===== src/rtl/core/assert_macros.svh =====
// Assertion macros shared by the run-length encoder RTL.
`ifndef ASSERT_MACROS_SVH
`define ASSERT_MACROS_SVH

// Check an implication on every clock edge outside reset.
`define RLED_ASSERT(label, prop, msg) \
  label: assert property (@(posedge clk) disable iff (rst) prop) else $error(msg);

// Check that a condition never holds outside reset.
`define RLED_NEVER(label, cond, msg) \
  label: assert property (@(posedge clk) disable iff (rst) !(cond)) else $error(msg);

`endif


===== src/rtl/core/rled_pkg.sv =====
// Shared constants, types and helper functions of the run-length encoder.
package rled_pkg;

  localparam int unsigned COUNT_BITS = 16;
  localparam int unsigned DEC_CAP    = 99999;

  // Run limit: all ones in COUNT_BITS, capped so a count has at most five digits.
  function automatic int unsigned calc_limit();
    longint unsigned full;
    full = (64'd1 << COUNT_BITS) - 64'd1;
    if (full > 64'(DEC_CAP)) full = 64'(DEC_CAP);
    if (full < 64'd1) full = 64'd1;
    return int'(full);
  endfunction

  function automatic int unsigned count_digits(int unsigned value);
    int unsigned v;
    int unsigned n;
    v = value;
    n = 0;
    for (int i = 0; i < 10; i++) begin
      if (v != 0) begin
        n = n + 1;
        v = v / 10;
      end
    end
    return n;
  endfunction

  localparam int unsigned RUN_LIMIT    = calc_limit();
  localparam int unsigned LEN_BITS     = $clog2(RUN_LIMIT + 1);
  localparam int unsigned NUM_DIGITS   = count_digits(RUN_LIMIT);
  localparam int unsigned DIG_CNT_BITS = $clog2(NUM_DIGITS + 1);
  localparam int unsigned DIG_IDX_BITS = $clog2(NUM_DIGITS);

  // x / 10 == (x * RECIP) >> RECIP_SHIFT, exact for x below 2^22.
  localparam int unsigned RECIP_BITS  = 20;
  localparam int unsigned RECIP_SHIFT = 23;
  localparam logic [RECIP_BITS-1:0] RECIP = 20'hCCCCD;

  localparam logic [7:0] ASCII_ZERO = 8'h30;

  typedef enum logic [1:0] {
    ST_IDLE,
    ST_SYM,
    ST_DIG
  } state_t;

  typedef struct packed {
    logic accept;
    logic load_sym;
    logic load_dig;
    logic load_pend;
  } dp_cmd_t;

  typedef struct packed {
    logic has_job;
    logic slot_free;
    logic conv_done;
    logic last_digit;
    logic pend;
  } dp_status_t;

endpackage


===== src/rtl/core/rled_ctrl.sv =====
// Controller state machine: sequences symbol and digit beats of each run.
`include "assert_macros.svh"

module rled_ctrl (
  input  logic                clk,
  input  logic                rst,
  input  logic                in_valid,
  output logic                in_ready,
  input  rled_pkg::dp_status_t status,
  output rled_pkg::dp_cmd_t   cmd
);
  import rled_pkg::*;

  state_t state;
  state_t state_next;

  always_ff @(posedge clk) begin
    if (rst) begin
      state <= ST_IDLE;
    end else begin
      state <= state_next;
    end
  end

  always_comb begin
    state_next = state;
    cmd        = '0;
    in_ready   = 1'b0;
    unique case (state)
      ST_IDLE: begin
        in_ready   = 1'b1;
        cmd.accept = in_valid;
        if (in_valid && status.has_job) state_next = ST_SYM;
      end
      ST_SYM: begin
        if (status.slot_free) begin
          cmd.load_sym = 1'b1;
          state_next   = ST_DIG;
        end
      end
      ST_DIG: begin
        if (status.conv_done && status.slot_free) begin
          cmd.load_dig = 1'b1;
          if (status.last_digit) begin
            // start the one-byte run that followed a byte change, or go idle
            if (status.pend) begin
              cmd.load_pend = 1'b1;
              state_next    = ST_SYM;
            end else begin
              state_next = ST_IDLE;
            end
          end
        end
      end
      default: state_next = ST_IDLE;
    endcase
  end

  `RLED_ASSERT(a_job_starts_sym, (cmd.accept && status.has_job) |=> (state == ST_SYM),
    "accepted beat that closes a run did not start emission")
  `RLED_NEVER(a_pop_before_conv, cmd.load_dig && !status.conv_done,
    "digit popped before conversion finished")

endmodule


===== src/rtl/core/rled_dp.sv =====
// Datapath: run tracking, divide-by-ten digit conversion and output register.
`include "assert_macros.svh"

module rled_dp (
  input  logic                clk,
  input  logic                rst,
  input  logic [7:0]          in_byte,
  input  logic                in_last,
  output logic [7:0]          out_byte,
  output logic                out_last,
  output logic                out_valid,
  input  logic                out_ready,
  input  rled_pkg::dp_cmd_t   cmd,
  output rled_pkg::dp_status_t status
);
  import rled_pkg::*;

  // open run
  logic [7:0]          run_symbol;
  logic [LEN_BITS-1:0] run_length;
  logic                run_open;

  // run being emitted
  logic [7:0]              job_sym;
  logic [LEN_BITS-1:0]     job_val;
  logic                    job_last;
  logic [3:0]              dig [NUM_DIGITS];
  logic [DIG_CNT_BITS-1:0] dig_cnt;

  // one-byte run queued behind the emitted one
  logic pend;
  logic pend_last;

  logic                          same;
  logic [LEN_BITS-1:0]           len_inc;
  logic                          hit;
  logic                          has_job;
  logic                          slot_free;
  logic [LEN_BITS+RECIP_SHIFT-1:0] prod;
  logic [LEN_BITS-1:0]           quot;
  logic [LEN_BITS-1:0]           rem_full;
  logic [DIG_CNT_BITS-1:0]       pop_cnt;

  // while a run is open its length stays below the limit, so +1 fits
  assign same      = run_open && (in_byte == run_symbol);
  assign len_inc   = run_length + LEN_BITS'(1);
  assign hit       = (32'(len_inc) >= RUN_LIMIT);
  assign has_job   = same ? (hit || in_last) : (run_open || in_last);
  assign slot_free = !out_valid || out_ready;

  assign prod     = (LEN_BITS + RECIP_SHIFT)'(job_val) * (LEN_BITS + RECIP_SHIFT)'(RECIP);
  assign quot     = LEN_BITS'(prod >> RECIP_SHIFT);
  assign rem_full = job_val - ((quot << 3) + (quot << 1));
  assign pop_cnt  = dig_cnt - DIG_CNT_BITS'(1);

  assign status.has_job    = has_job;
  assign status.slot_free  = slot_free;
  assign status.conv_done  = (job_val == '0);
  assign status.last_digit = (dig_cnt == DIG_CNT_BITS'(1));
  assign status.pend       = pend;

  // run state
  always_ff @(posedge clk) begin
    if (rst) begin
      run_symbol <= '0;
      run_length <= '0;
      run_open   <= 1'b0;
    end else if (cmd.accept) begin
      if (same) begin
        if (hit || in_last) begin
          run_open   <= 1'b0;
          run_length <= '0;
        end else begin
          run_length <= len_inc;
        end
      end else begin
        // a fresh run never reaches the limit at length one
        run_symbol <= in_byte;
        run_open   <= !in_last;
        run_length <= in_last ? '0 : LEN_BITS'(1);
      end
    end
  end

  // emission job and digit conversion
  always_ff @(posedge clk) begin
    if (rst) begin
      job_val   <= '0;
      dig_cnt   <= '0;
      pend      <= 1'b0;
      pend_last <= 1'b0;
    end else if (cmd.accept && has_job) begin
      dig_cnt <= '0;
      if (same) begin
        job_sym  <= run_symbol;
        job_val  <= len_inc;
        job_last <= in_last;
      end else if (run_open) begin
        job_sym   <= run_symbol;
        job_val   <= run_length;
        job_last  <= 1'b0;
        pend      <= in_last;
        pend_last <= in_last;
      end else begin
        job_sym  <= in_byte;
        job_val  <= LEN_BITS'(1);
        job_last <= in_last;
      end
    end else if (cmd.load_pend) begin
      job_sym  <= run_symbol;
      job_val  <= LEN_BITS'(1);
      job_last <= pend_last;
      dig_cnt  <= '0;
      pend     <= 1'b0;
    end else if (job_val != '0) begin
      // one digit per cycle, least significant first
      dig[dig_cnt[DIG_IDX_BITS-1:0]] <= rem_full[3:0];
      job_val <= quot;
      dig_cnt <= dig_cnt + DIG_CNT_BITS'(1);
    end else if (cmd.load_dig) begin
      dig_cnt <= pop_cnt;
    end
  end

  // output register
  always_ff @(posedge clk) begin
    if (rst) begin
      out_valid <= 1'b0;
    end else if (cmd.load_sym || cmd.load_dig) begin
      out_valid <= 1'b1;
    end else if (out_ready) begin
      out_valid <= 1'b0;
    end
  end

  always_ff @(posedge clk) begin
    if (cmd.load_sym) begin
      out_byte <= job_sym;
      out_last <= 1'b0;
    end else if (cmd.load_dig) begin
      out_byte <= ASCII_ZERO + {4'b0, dig[pop_cnt[DIG_IDX_BITS-1:0]]};
      out_last <= job_last && status.last_digit;
    end
  end

  `RLED_ASSERT(a_pend_closed, pend |-> !run_open,
    "queued one-byte run while a run is still open")
  `RLED_NEVER(a_dig_overflow, 32'(dig_cnt) > NUM_DIGITS,
    "digit count beyond the widest run length")
  `RLED_ASSERT(a_load_slot, (cmd.load_sym || cmd.load_dig) |-> slot_free,
    "output register overwritten while holding a beat")

endmodule


===== src/rtl/core/run_length_encoder_decimal_top.sv =====
// Run-length encoder with decimal counts: top level.
// Input channel: one byte per beat (in_byte, in_last) on in_valid/in_ready.
// Output channel: one byte per beat (out_byte, out_last) on out_valid/out_ready.
// Equal consecutive bytes form a run. When a run closes (byte change, last
// mark, or the run reaching 65535 bytes) the block sends the run byte and then
// the length in ASCII decimal, most significant digit first; out_last marks
// the final digit of a string. A byte that only extends a run leaves the
// block idle and ready. A beat that closes a run holds the input while the
// run byte is sent, the divide-by-ten unit makes one digit per cycle and the
// digits are sent one per beat. A byte change with a last mark sends two runs,
// the second a one-byte run. The closing beat moves the controller to ST_SYM,
// which loads the run byte into the output register once it is free. Reset
// clears the open run and the output valid flag; no run is pending afterwards.
// On a receiver stall the output register holds its beat and the block waits;
// input is accepted again once all of a run's digits are in the output register.
module run_length_encoder_decimal_top (
  input  logic       clk,
  input  logic       rst,
  input  logic       in_valid,
  output logic       in_ready,
  input  logic [7:0] in_byte,
  input  logic       in_last,
  output logic       out_valid,
  input  logic       out_ready,
  output logic [7:0] out_byte,
  output logic       out_last
);
  import rled_pkg::*;

  dp_cmd_t    cmd;
  dp_status_t status;

  rled_ctrl u_ctrl (
    .clk      (clk),
    .rst      (rst),
    .in_valid (in_valid),
    .in_ready (in_ready),
    .status   (status),
    .cmd      (cmd)
  );

  rled_dp u_dp (
    .clk       (clk),
    .rst       (rst),
    .in_byte   (in_byte),
    .in_last   (in_last),
    .out_byte  (out_byte),
    .out_last  (out_last),
    .out_valid (out_valid),
    .out_ready (out_ready),
    .cmd       (cmd),
    .status    (status)
  );

endmodule


===== config.mk =====
export PLATFORM = sky130hd
export DESIGN_NAME = run_length_encoder_decimal_top
export DESIGN_NICKNAME = d
export VERILOG_FILES = /design/src/rtl/core/rled_pkg.sv /design/src/rtl/core/rled_ctrl.sv /design/src/rtl/core/rled_dp.sv /design/src/rtl/core/run_length_encoder_decimal_top.sv
export VERILOG_INCLUDE_DIRS = /design/src /design/src/rtl/core
export SDC_FILE = /design/constraint.sdc
export NUM_CORES = 1
export LEC_CHECK = 0
export ABC_AREA = 1
export BUFFER_PORTS_ARGS = -buffer_cell sky130_fd_sc_hd__clkbuf_2
export CAP_MARGIN = 20
export CORE_MARGIN = 1.5
export CORE_UTILIZATION = 50
export DETAILED_ROUTE_END_ITERATION = 10
export GPL_TIMING_DRIVEN = 0
export HOLD_SLACK_MARGIN = 0.02
export PLACE_DENSITY = 0.66
export SLEW_MARGIN = 20
export SYNTH_ARGS = -nofsm -noshare
export SYNTH_HDL_FRONTEND = slang
export SYNTH_SLANG_ARGS = --single-unit

===== constraint.sdc =====
create_clock -name clk -period 13.6 [get_ports clk]
set_clock_uncertainty 0.2 [all_clocks]
set_input_delay 0 -clock clk [delete_from_list [all_inputs] [get_ports clk]]
set_output_delay 0 -clock clk [all_outputs]
set_load 0.05 [all_outputs]

==> results.yml <==
drt:
  dr.first_iter.drc_count: 623
  drtAntennaViolNets: 0
  wl_per_cell_um: 14.67
  drt_wl_total_um: 23970
  vias: 8480
  drc_errors: 0
  viasPerCell: 5.190
  drt_first_pass_iters: 5
sta:
  drv_slew: 0
  slew_headroom_pct: 44.13
  worst_pin_slew_ps: 838.1
  finalHoldViolations: 0
  worst_slack_ps: 6813
  rsz0062_at_grt: "false"
  period_needed_ps: 6787
  fin_crit_sh_pct: 49.90
  fmax_mhz: 147.3
  finalSetupViolCount: 0
  finalSetupTns_ps: 0
placement:
  place_ws_ps: 6808
  port_buffers: 23
  dp_hpwl_um: 20560
  dpl_cell_area_um2: 10300
  place_congestion: 0.9955
die:
  core-area_um2: 19400
  core.rowCount: 51
  die_height_um: 143.4
  die_width_um: 143.4
  dieArea_um2: 20570
  ioPinCount: 24
  start_util_pct: 50.81
cts:
  cts_tree: "built"
  cts_setup_buffers: 0
  clk_latency_ps: 340
  clk_pin_slew_ps: 70
  cts_resized: 0
  numCtsBuffers: 9
  cts-htree-levels: 3
  clock_sinks: 87
  cts_hold_buf: 12
  clockRootBuffer: "clkbuf_16"
  clockBufferDepth: 2
grt:
  grt_usage_pct: 24.73
  antenna_found_initial: 0
  grt_pass1_vias: 8060
  grt_overflow: 0
  grt_start_max_net_pins: 17
  grt_pass1_wl_um: 39840
critical_path:
  path_buf_inv: 7
  critPathMaxStageDelay_ps: 590
  cp-endpoint: "u_dp.dig[2][3]"
  r2r-end: "u_dp.dig[2][3]"
  crit_family: "adder cells"
  critPathSlowestCell: "fa_1"
  path_cells: "inv_1, ha_1, fa_1, inv_1, fa_1, inv_1, fa_1, inv_1, fa_1, fa_1, inv_1, ha_1, a21oi_1, o21ai_0, a21oi_1, nand3_1, nand2_1, inv_1, ha_1, xor2_1, inv_1, xor2_1, xor2_1"
  worst-path-stages: 23
  crit_start: "u_dp.job_val[8]"
  cp_data_required_time_ps: 13490
  critical_path_arrival_ps: 6680
  end_kind: "flop"
  start_kind: "flop"
  crit_top_cell: "inv_1"
  r2r_start: "u_dp.job_val[8]"
  critPathKind: "flop to flop"
  regToRegSetupSlack_ps: 6810
  r2r_cells: 23
  critical_path_peak_fanout: 5
min_path:
  hp-class: "input pin to flop"
  holdCritStartpoint: "rst"
cells_and_area:
  num_antenna_cells: 0
  nets: 1595
  area_growth_pct: 8.948
  drive_gt1_share_pct: 4.602
  fillers: 1921
  final_common_cell: "nand2_1"
  final_cell_mix: "288 x nand2_1, 243 x inv_1, 156 x nor2_1"
  final_cell_area_um2: 10740
synthesis:
  synth_cell_types: 41
  synth-async-reset-ratio_pct: 0
  synthCells: 1318
  synth_edf_count: 37
  yosys_warnings: 0
  synthFlopType: "dfxtp_1"
  ys_ff_latch: 87
  avgSynthCellArea_um2: 7.479
  seq_area_frac_synth_pct: 21.43
  synth_fp_nets: 1549
  synth.cell_area_um2: 9857
outcome:
  status: "finished, final reports clean"
flow_run:
  cap_violations: 0
cell usage after synthesis, types with 2 or more instances:
cell type | count | area [µm²]
ha_1 | 141 | 1764
inv_2 | 2 | 7.510
a21o_1 | 3 | 22.52
o21bai_1 | 3 | 22.52
nand3_1 | 46 | 230.2
a21oi_1 | 62 | 310.3
nor4_1 | 4 | 25.02
inv_1 | 243 | 912.1
o22ai_1 | 7 | 43.79
nand3b_1 | 6 | 45.04
dfxtp_1 | 50 | 1001
nor3_1 | 14 | 70.07
nor2_2 | 3 | 18.77
o21ai_0 | 65 | 325.3
nor2_4 | 2 | 22.52
a31oi_1 | 5 | 31.28
edfxtp_1 | 37 | 1111
o21a_1 | 2 | 15.01
clkbuf_1 | 19 | 71.32
nand2_2 | 2 | 12.51
nand2_1 | 288 | 1081
fa_1 | 77 | 1541
buf_1 | 2 | 7.510
buf_2 | 6 | 30.03
nand4_1 | 35 | 219.0
nand3_2 | 4 | 40.04
nor2_1 | 156 | 585.6
xor2_1 | 13 | 113.9
xnor2_1 | 8 | 70.07
or2_2 | 2 | 12.51
area by class of cell:
type / instances / area (µm²) / share of cell area (%)
Buffer: 28 / 116.4 / 1.084
Timing Repair Buffer: 35 / 235.2 / 2.190
Sequential cell: 87 / 2112 / 19.67
Tap cell: 265 / 331.6 / 3.088
Clock buffer: 10 / 239.0 / 2.225
Multi-Input combinational cell: 957 / 6705 / 62.44
Clock inverter: 6 / 76.32 / 0.7107
Inverter: 246 / 923.4 / 8.598
metrics by stage:
| stage | utilization, % | cells | hold slack, ps |
|---|---|---|---|
| floorplan | - | 1318 | -130.9 |
| global placement | 53.12 | 1606 | 37.87 |
| detailed placement | 53.12 | 1606 | 45.43 |
| CTS | 55.36 | 1634 | 221.8 |
| global route | 55.36 | 1634 | 240.8 |
| finish | 55.36 | 1634 | 229.8 |
worst min-delay path: cells and delay by family:
kind / cells / cell delay [ps]
buffers and inverters: 2 / 670
AOI/OAI and AO/OA: 1 / 50
kinds of logic after synthesis:
| logic type | after synthesis | synth area share, % |
|---|---|---|
| simple gates | 566 | 24.40 |
| buf+inv | 274 | 10.55 |
| fa+ha+maj | 218 | 33.54 |
| compound gates | 152 | 8.225 |
| flops | 87 | 21.43 |
| xor+xnor | 21 | 1.866 |
worst min-delay path by stage:
stage / end / slack (ps) / cells after the start
final: u_dp.job_val[15] / 230 / 3
after global placement: u_dp.job_val[15] / 40 / 2
after detailed placement: u_dp.job_val[15] / 50 / 2
after global routing: u_dp.job_val[15] / 240 / 3
after CTS: u_dp.job_val[15] / 220 / 3
after floorplan: u_dp.job_val[15] / -130 / 1
sequential cells by signal (all words and copies together) (netlist names):
name / cells
u_dp.out_byte: 8
u_dp.out_last: 1
u_dp.out_valid: 1
u_dp.job_sym: 8
u_dp.pend_last: 1
u_dp.dig_cnt: 3
u_dp.job_val: 16
u_dp.pend: 1
u_ctrl.state: 2
u_dp.run_symbol: 8
u_dp.run_length: 16
u_dp.dig: 20
u_dp.job_last: 1
u_dp.run_open: 1
routing by layer:
| layer | vias up | routed length [µm] | GRT usage, % |
|---|---|---|---|
| li1 | 4288 | - | - |
| met1 | 3972 | 11520 | 35.46 |
| met2 | 199 | 10940 | 39.83 |
| met3 | 21 | 1217 | 3.399 |
| met4 | 0 | 293 | 5.156 |
| met5 | - | 0 | 0 |
Power is not shown: default switching activity piles up to over one toggle a cycle in this logic, so the estimate is an artifact.
